[src/hw/rtl/sfc_pkg.sv]
`timescale 1ns / 1ps
// Package for the serial frame checker: constants, status codes, shared structs
// and the byte-wise reflected CRC-16 update. No dependencies.
package sfc_pkg;

  localparam int unsigned    LenW          = 8;
  localparam logic [LenW-1:0] MaxFrameBytes = 8'd128;
  localparam logic [LenW-1:0] KeyMinBytes   = 8'd4;
  localparam logic [LenW-1:0] CrcMinBytes   = 8'd2;

  localparam logic [15:0] CrcPoly      = 16'hA001;
  localparam logic [15:0] CrcInitReset = 16'hFFFF;
  localparam logic [7:0]  ByteCr       = 8'h0D;
  localparam logic [7:0]  ByteLf       = 8'h0A;

  localparam int unsigned AddrW = 3;
  localparam int unsigned DataW = 32;
  // Word select bit of paddr
  localparam logic RegFrameMode = 1'b0;
  localparam logic RegCrcInit   = 1'b1;

  localparam logic ModeKey = 1'b0;
  localparam logic ModeCrc = 1'b1;

  localparam logic [2:0] StOk       = 3'd0;
  localparam logic [2:0] StMismatch = 3'd1;
  localparam logic [2:0] StNoCrLf   = 3'd2;
  localparam logic [2:0] StTooShort = 3'd3;
  localparam logic [2:0] StTooLong  = 3'd4;

  localparam int unsigned OutDataW = 48;

  typedef struct packed {
    logic        frame_mode;
    logic [15:0] crc_init;
  } sfc_cfg_t;

  typedef struct packed {
    logic [LenW-1:0] frame_length;
    logic [15:0]     received_check;
    logic [15:0]     computed_check;
    logic [2:0]      status;
  } sfc_result_t;

  function automatic logic [15:0] crc_feed(input logic [15:0] crc, input logic [7:0] b);
    logic [15:0] c;
    c = crc ^ {8'h00, b};
    for (int k = 0; k < 8; k++) begin
      c = c[0] ? ((c >> 1) ^ CrcPoly) : (c >> 1);
    end
    return c;
  endfunction

endpackage

[src/hw/rtl/sfc_regs.sv]
`timescale 1ns / 1ps
// APB register file of the serial frame checker: frame_mode and crc_init.
// Depends on sfc_pkg.
module sfc_regs (
  input  logic                   clk_i,
  input  logic                   rst_ni,
  input  logic                   psel,
  input  logic                   penable,
  input  logic                   pwrite,
  input  logic [sfc_pkg::AddrW-1:0] paddr,
  input  logic [sfc_pkg::DataW-1:0] pwdata,
  output logic [sfc_pkg::DataW-1:0] prdata,
  output logic                   pready,
  output sfc_pkg::sfc_cfg_t      cfg_o
);
  import sfc_pkg::*;

  logic        mode_q;
  logic [15:0] init_q;
  logic        wr_en;

  assign pready = 1'b1;
  assign wr_en  = psel & penable & pwrite;

  always_ff @(posedge clk_i or negedge rst_ni) begin
    if (!rst_ni) begin
      mode_q <= ModeKey;
      init_q <= CrcInitReset;
    end else if (wr_en) begin
      if (paddr[2] == RegFrameMode) begin
        mode_q <= pwdata[0];
      end else begin
        init_q <= pwdata[15:0];
      end
    end
  end

  always_comb begin
    case (paddr[2])
      RegFrameMode: prdata = {{(DataW-1){1'b0}}, mode_q};
      RegCrcInit:   prdata = {{(DataW-16){1'b0}}, init_q};
      default:      prdata = '0;
    endcase
  end

  assign cfg_o.frame_mode = mode_q;
  assign cfg_o.crc_init   = init_q;

endmodule

[src/hw/rtl/sfc_engine.sv]
`timescale 1ns / 1ps
// Frame state of the checker: tail window, byte sum, CRC, count and the
// per-frame verdict. Depends on sfc_pkg.
module sfc_engine (
  input  logic                  clk_i,
  input  logic                  rst_ni,
  input  logic                  step_i,
  input  logic [7:0]            byte_i,
  input  logic                  last_i,
  input  sfc_pkg::sfc_cfg_t     cfg_i,
  output sfc_pkg::sfc_result_t  res_o
);
  import sfc_pkg::*;

  logic [7:0]      win_q [4];
  logic [7:0]      win_n [4];
  logic [15:0]     crc_q, crc_n, crc_base;
  logic [15:0]     sum_q, sum_n;
  logic [LenW-1:0] cnt_q, cnt_n;
  logic            over_q, over_n;
  logic [15:0]     crc_swap;

  always_comb begin
    win_n    = win_q;
    crc_base = (cnt_q == '0) ? cfg_i.crc_init : crc_q;
    crc_n    = crc_q;
    sum_n    = sum_q;
    cnt_n    = cnt_q;
    over_n   = over_q;
    if (cnt_q >= MaxFrameBytes) begin
      over_n = 1'b1;
    end else begin
      crc_n    = (cnt_q >= CrcMinBytes) ? crc_feed(crc_base, win_q[1]) : crc_base;
      sum_n    = (cnt_q >= KeyMinBytes) ? sum_q + {8'h00, win_q[3]} : sum_q;
      win_n[3] = win_q[2];
      win_n[2] = win_q[1];
      win_n[1] = win_q[0];
      win_n[0] = byte_i;
      cnt_n    = cnt_q + 1'b1;
    end
  end

  assign crc_swap = {crc_n[7:0], crc_n[15:8]};

  always_comb begin
    res_o.frame_length   = cnt_n;
    res_o.computed_check = '0;
    res_o.received_check = '0;
    if (over_n) begin
      res_o.status = StTooLong;
    end else if (cfg_i.frame_mode == ModeKey) begin
      if (cnt_n < KeyMinBytes) begin
        res_o.status = StTooShort;
      end else begin
        res_o.computed_check = sum_n;
        res_o.received_check = {win_n[3], win_n[2]};
        if (win_n[1] != ByteCr || win_n[0] != ByteLf) begin
          res_o.status = StNoCrLf;
        end else begin
          res_o.status = (sum_n == {win_n[3], win_n[2]}) ? StOk : StMismatch;
        end
      end
    end else begin
      if (cnt_n < CrcMinBytes) begin
        res_o.status = StTooShort;
      end else begin
        res_o.computed_check = crc_swap;
        res_o.received_check = {win_n[1], win_n[0]};
        res_o.status = (crc_swap == {win_n[1], win_n[0]}) ? StOk : StMismatch;
      end
    end
  end

  // Clear the frame state after the final byte
  always_ff @(posedge clk_i or negedge rst_ni) begin
    if (!rst_ni) begin
      win_q  <= '{default: 8'h00};
      crc_q  <= CrcInitReset;
      sum_q  <= '0;
      cnt_q  <= '0;
      over_q <= 1'b0;
    end else if (step_i) begin
      if (last_i) begin
        win_q  <= '{default: 8'h00};
        crc_q  <= cfg_i.crc_init;
        sum_q  <= '0;
        cnt_q  <= '0;
        over_q <= 1'b0;
      end else begin
        win_q  <= win_n;
        crc_q  <= crc_n;
        sum_q  <= sum_n;
        cnt_q  <= cnt_n;
        over_q <= over_n;
      end
    end
  end

endmodule

[src/hw/rtl/serial_frame_checker_core.sv]
`timescale 1ns / 1ps
// Top level of the serial frame checker: input register, frame engine,
// result register and APB registers. Depends on sfc_pkg, sfc_regs, sfc_engine.

// The checker takes one received byte per clock on the slave stream (tlast on
// the final byte of a frame) and emits one status item per frame on the master
// stream, via the input register and then the result register. In key mode
// (frame_mode 0) a frame is body, sum high, sum low, CR, LF and the 16-bit
// byte sum of the body must match; in CRC mode (frame_mode 1) a frame is body,
// CRC low, CRC high and a reflected CRC-16 (poly 0xA001, start value crc_init)
// over the body must match. Frames longer than 128 bytes report too long,
// frames shorter than four bytes (key) or two bytes (CRC) report too short.
// Throughput is one byte per cycle: the CRC byte update and the sum add run
// combinationally between the input register and the result register. Only a
// final byte can wait, and only while the result register still holds a
// status that has not been taken. Write configuration between frames.
module serial_frame_checker_core (
  input  logic                          clk_i,
  input  logic                          rst_ni,
  // Input stream
  input  logic                          s_axis_tvalid,
  output logic                          s_axis_tready,
  input  logic [7:0]                    s_axis_tdata,  // [7:0] data_byte
  input  logic                          s_axis_tlast,  // last_byte
  // Status stream
  output logic                          m_axis_tvalid,
  input  logic                          m_axis_tready,
  // [2:0] status, [18:3] computed_check, [34:19] received_check,
  // [42:35] frame_length, [47:43] zero
  output logic [sfc_pkg::OutDataW-1:0]  m_axis_tdata,
  // Configuration
  input  logic                          psel,
  input  logic                          penable,
  input  logic                          pwrite,
  input  logic [sfc_pkg::AddrW-1:0]     paddr,
  input  logic [sfc_pkg::DataW-1:0]     pwdata,
  output logic [sfc_pkg::DataW-1:0]     prdata,
  output logic                          pready
);
  import sfc_pkg::*;

  sfc_cfg_t    cfg;
  sfc_result_t res;
  sfc_result_t out_q;

  logic       in_valid_q;
  logic [7:0] in_byte_q;
  logic       in_last_q;
  logic       out_valid_q;
  logic       advance;

  sfc_regs u_regs (
    .clk_i   (clk_i),
    .rst_ni  (rst_ni),
    .psel    (psel),
    .penable (penable),
    .pwrite  (pwrite),
    .paddr   (paddr),
    .pwdata  (pwdata),
    .prdata  (prdata),
    .pready  (pready),
    .cfg_o   (cfg)
  );

  // Hold a final byte while the previous status is still waiting
  assign advance       = in_valid_q & (~in_last_q | ~out_valid_q | m_axis_tready);
  assign s_axis_tready = ~in_valid_q | advance;

  always_ff @(posedge clk_i or negedge rst_ni) begin
    if (!rst_ni) begin
      in_valid_q <= 1'b0;
    end else if (s_axis_tready) begin
      in_valid_q <= s_axis_tvalid;
    end
  end

  always_ff @(posedge clk_i) begin
    if (s_axis_tvalid && s_axis_tready) begin
      in_byte_q <= s_axis_tdata;
      in_last_q <= s_axis_tlast;
    end
  end

  sfc_engine u_engine (
    .clk_i  (clk_i),
    .rst_ni (rst_ni),
    .step_i (advance),
    .byte_i (in_byte_q),
    .last_i (in_last_q),
    .cfg_i  (cfg),
    .res_o  (res)
  );

  // Load a status on each final byte, drop it once taken
  always_ff @(posedge clk_i or negedge rst_ni) begin
    if (!rst_ni) begin
      out_valid_q <= 1'b0;
    end else if (advance && in_last_q) begin
      out_valid_q <= 1'b1;
    end else if (m_axis_tready) begin
      out_valid_q <= 1'b0;
    end
  end

  always_ff @(posedge clk_i) begin
    if (advance && in_last_q) begin
      out_q <= res;
    end
  end

  assign m_axis_tvalid = out_valid_q;
  assign m_axis_tdata  = {{(OutDataW-$bits(sfc_result_t)){1'b0}}, out_q};

  // Input side stalls only behind a final byte blocked by a waiting status
  a_stall_cause: assert property (@(posedge clk_i) disable iff (!rst_ni)
    !s_axis_tready |-> (in_valid_q && in_last_q && out_valid_q && !m_axis_tready))
    else $error("input stalled without a blocked final byte");

  a_len_max: assert property (@(posedge clk_i) disable iff (!rst_ni)
    out_valid_q |-> (out_q.frame_length <= MaxFrameBytes))
    else $error("frame length above maximum");

  a_long_zero: assert property (@(posedge clk_i) disable iff (!rst_ni)
    (out_valid_q && (out_q.status == StTooLong || out_q.status == StTooShort))
      |-> (out_q.computed_check == '0 && out_q.received_check == '0))
    else $error("check fields not cleared on length error");

  a_ok_match: assert property (@(posedge clk_i) disable iff (!rst_ni)
    (out_valid_q && out_q.status == StOk) |-> (out_q.computed_check == out_q.received_check))
    else $error("ok status with unequal check values");

endmodule

[config.mk]
export PLATFORM = sky130hd
export DESIGN_NAME = serial_frame_checker_core
export DESIGN_NICKNAME = d
export VERILOG_FILES = /design/src/hw/rtl/sfc_pkg.sv /design/src/hw/rtl/sfc_regs.sv /design/src/hw/rtl/sfc_engine.sv /design/src/hw/rtl/serial_frame_checker_core.sv
export SDC_FILE = /design/constraint.sdc
export NUM_CORES = 1
export LEC_CHECK = 0
export BUFFER_PORTS_ARGS = -buffer_cell sky130_fd_sc_hd__buf_2
export CORE_MARGIN = 1.5
export CORE_UTILIZATION = 46
export CTS_CLUSTER_DIAMETER = 80
export CTS_CLUSTER_SIZE = 28
export DETAILED_ROUTE_END_ITERATION = 10
export PLACE_DENSITY = 0.74
export RECOVER_POWER = 25
export SLEW_MARGIN = 20
export SYNTH_ARGS = -nofsm -noshare
export SYNTH_HDL_FRONTEND = slang
export SYNTH_SLANG_ARGS = --single-unit
export TNS_END_PERCENT = 1
[constraint.sdc]
create_clock -name clk_i -period 4.25 [get_ports clk_i]
set_input_delay 0.85 -clock clk_i [delete_from_list [all_inputs] [get_ports clk_i]]
set_output_delay 0.85 -clock clk_i [all_outputs]
set_load 0.1 [all_outputs]
==> flow_summary.yaml <==
logic_synthesis:
  syn_area_mm2: 0.00924
  synth_compound_gate_area_share_pct: 17.9
  ys_ff_latch: 144
  synth_warnings: 0
  yosysUniqueCellTypes: 78
  synthTopCellsByCount: "96 x nand2_1, 84 x nor2_1, 79 x o21ai_0, 60 x dfrtp_1, 52 x edfxtp_1"
  syn_avg_cell_area_um2: 9.47
  synth_simple_gate_area_share_pct: 15.9
  synth_most_common_cell: "nand2_1"
  synth_xor_xnor_area_share_pct: 8.72
  synth.top_cell.area_share_pct: 16.9
  synthTopCellsByArea: "edfxtp_1 17%, dfrtp_1 16%, dfstp_2 9.1%, mux2i_1 5.3%, xnor2_1 4.5%"
  synth_top_family_by_area: "compound AO/OA/AOI/OAI gates"
  seq_area_frac_synth_pct: 42.2
  synthCells: 976
  synth_mux_area_share_pct: 7.99
  synth-edff-count: 52
  ys.flop_type: "dfrtp_1"
  synth-adder-area-share_pct: 1.57
  async_flop_share_pct: 63.9
  synth_top_area_cell: "edfxtp_1"
detailed_routing:
  drt-total-wl_mm: 28.2
  viasPerCell: 5.98
  initialDrtViolationCount: 807
  wl_per_cell_um: 21.0
  ant_nets: 0
  via_count: 8010
  drc: 0
  first_pass_iters: 7
setup_path:
  rr_startpoint: "u_engine.cnt_q[0]$_DFFE_PN0P_"
  worstPathArrival_ns: 4.17
  critPathLaunch: "u_engine.cnt_q[0]$_DFFE_PN0P_"
  cp-end-kind: "flip-flop"
  required_ns: 4.44
  critical_path_class: "flip-flop to flip-flop"
  cp-start-kind: "flip-flop"
  r2r_setup_slack_ns: 0.27
  path_max_fanout: 8
finish:
  drive_gt1_share_pct: 21.9
  area_growth_pct: 14.5
  multiInputGateArea_mm2: 0.00490
  n_fill_cell: 1829
  diodes: 0
  fin_nets: 1124
  register_area_mm2: 0.00391
timing:
  hold_viol: 0
  rsz0062_at_grt: "no"
  fin_crit_ns: 3.98
  drv_slew: 0
  finalSetupViolations: 0
  max_slew_margin_pct: 22.5
  worst_pin_slew_ns: 1.16
  clock_skew_ns: 0.0144
  fin_setup_tns_ns: 0
  min_period_over_period_pct: 93.6
  finalWorstSetupSlack_ns: 0.270
  max_freq_mhz: 251
grt:
  grt_pass1_wl_mm: 43.4
  grt_max_degree: 68
  antenna_found_initial: 1
  grt_pass1_vias: 7389
  grt_overflow: 0
  grt.total_usage_pct: 28.0
min_path:
  worstHoldPathType: "primary input to asynchronous set/reset pin"
die:
  num_io_pins: 134
  die_y_um: 145
  rows: 51
  dieArea_mm2: 0.0209
  dieWidth_um: 145
  core_mm2: 0.0196
  start_util_pct: 47.2
clock_network:
  cts_sinks: 144
  h-tree-depth: 4
  cts_hold_buf: 0
  worstSkewPairLatency_ns: 0.45
  post-cts-setup-buffers: 0
  cts_buffers: 17
  ctsResizeCount: 0
  clk_path_buf_depth: 2
  clockRootBuffer: "clkbuf_16"
  cts_tree: "done"
  clkTransAtPathRegs_ns: 0.07
placed_design:
  pre_cts_slack_ns: 0.364
  portBuffers: 93
  place_congestion: 1.03
  dp.final_hpwl_mm: 20.4
power_and_ir_drop:
  power_density_mw_per_mm2: 620
  irDropWorstVdd_mv: 0.452
  p_leak_nw: 4.39
run:
  drv_cap: 0
outcome:
  run_status: "finished clean"
==> critical path, cell delays in order, from the launching register on <==
cell and delay, ns:
dfrtp_1 0.46, inv_1 0.11, ha_1 0.20, or4b_4 0.53
nor2_8 0.12, mux2i_1 0.29, xnor2_2 0.20, xor2_1 0.30
xnor3_2 0.50, xnor2_1 0.14, a222oi_1 0.45, o22ai_1 0.23
and2_1 0.21
==> placed cells by master, fill, tap and decap left out, types with 7 or more instances in the layout <==
cell type | synthesis | final
nand2_1 | 96 | 95
nand4_1 | 14 | 14
nor2b_1 | 10 | 10
buf_2 | 6 | 91
mux2i_1 | 49 | 49
dfrtp_1 | 60 | 59
o22a_1 | 11 | 11
xnor2_1 | 47 | 47
o21ai_0 | 79 | 79
mux2_2 | 20 | 20
a22oi_1 | 21 | 21
nor2_1 | 84 | 84
nand3_1 | 16 | 16
conb_1 | 2 | 22
nor3_1 | 12 | 12
ha_1 | 10 | 10
o22ai_1 | 17 | 17
or3_1 | 7 | 7
a21oi_1 | 49 | 49
edfxtp_1 | 52 | 52
and2_1 | 24 | 24
inv_1 | 18 | 17
xor2_1 | 29 | 29
clkbuf_16 | 0 | 18
o31ai_1 | 20 | 20
buf_4 | 22 | 41
dfstp_2 | 32 | 32
==> state kept, by name, summed over array words and instances (netlist names) <==
register         count
in_byte_q            8
in_last_q            1
in_valid_q           1
m_axis_tdata        43
m_axis_tvalid        1
u_engine.cnt_q       8
u_engine.crc_q      16
u_engine.over_q      1
u_engine.sum_q      16
u_engine.win_q      32
u_regs.init_q       16
u_regs.mode_q        1
==> final timing paths <==
path,end,cells after the start
worst min-delay path,u_regs.mode_q$_DFFE_PN0P_,1
worst max-delay path,m_axis_tdata[11]$_SDFFCE_PN0P_,12
worst max register to register,m_axis_tdata[11]$_SDFFCE_PN0P_,12
max in group asynchronous,u_engine.sum_q[2]$_DFFE_PN0P_,2
worst min register to register,u_engine.crc_q[6]$_DFFE_PN1P_,2
min in group clk_i,u_engine.crc_q[6]$_DFFE_PN1P_,2
==> cell type report <==
| type | instances | area share [%] |
|---|---|---|
| Inverter | 19 | 0.674 |
| Sequential cell | 144 | 36.9 |
| Clock buffer | 18 | 4.26 |
| Multi-Input combinational cell | 744 | 46.3 |
| Timing Repair Buffer | 136 | 7.51 |
| Clock inverter | 14 | 1.25 |
| Tap cell | 265 | 3.13 |
==> per-layer routing <==
layer	vias up	share of wire (%)	track usage (%)
met5	-	0.053	0
met3	83	8.9	5.76
li1	3645	-	-
met2	442	44	41.9
met1	3838	42	38.7
met4	2	4.6	14.1
==> cells by family after synthesis <==
kind of cell    Yosys count
flops                   144
mux                      70
buf+inv                 108
fa+ha+maj                11
other cells               2
simple gates            300
xor+xnor                 83
compound gates          258
==> stage by stage <==
| step | power, mW | util (%) | std cells | cell area [um^2] | hold slack (ns) |
|---|---|---|---|---|---|
| 6_report | 6.56 | 54.0 | 1340 | 10600 | 0.484 |
| 5_1_grt | 6.83 | 54.0 | 1340 | 10600 | 0.515 |
| 4_1_cts | 6.51 | 54.1 | 1340 | 10600 | 0.506 |
| 3_5_place_dp | 4.99 | 51.1 | 1308 | 10000 | 0.492 |
| 3_3_place_gp | 4.97 | 51.1 | 1308 | 10000 | 0.481 |
| 2_1_floorplan | 4.11 | - | 996 | 9320 | 0.464 |
==> power by group <==
group	total [mW]	internal (mW)	switching, mW
registers	1.99	1.72	0.265
clock network	1.51	0.812	0.699
logic	3.06	1.10	1.96
Note: power is estimated with default switching activity, not from simulation.
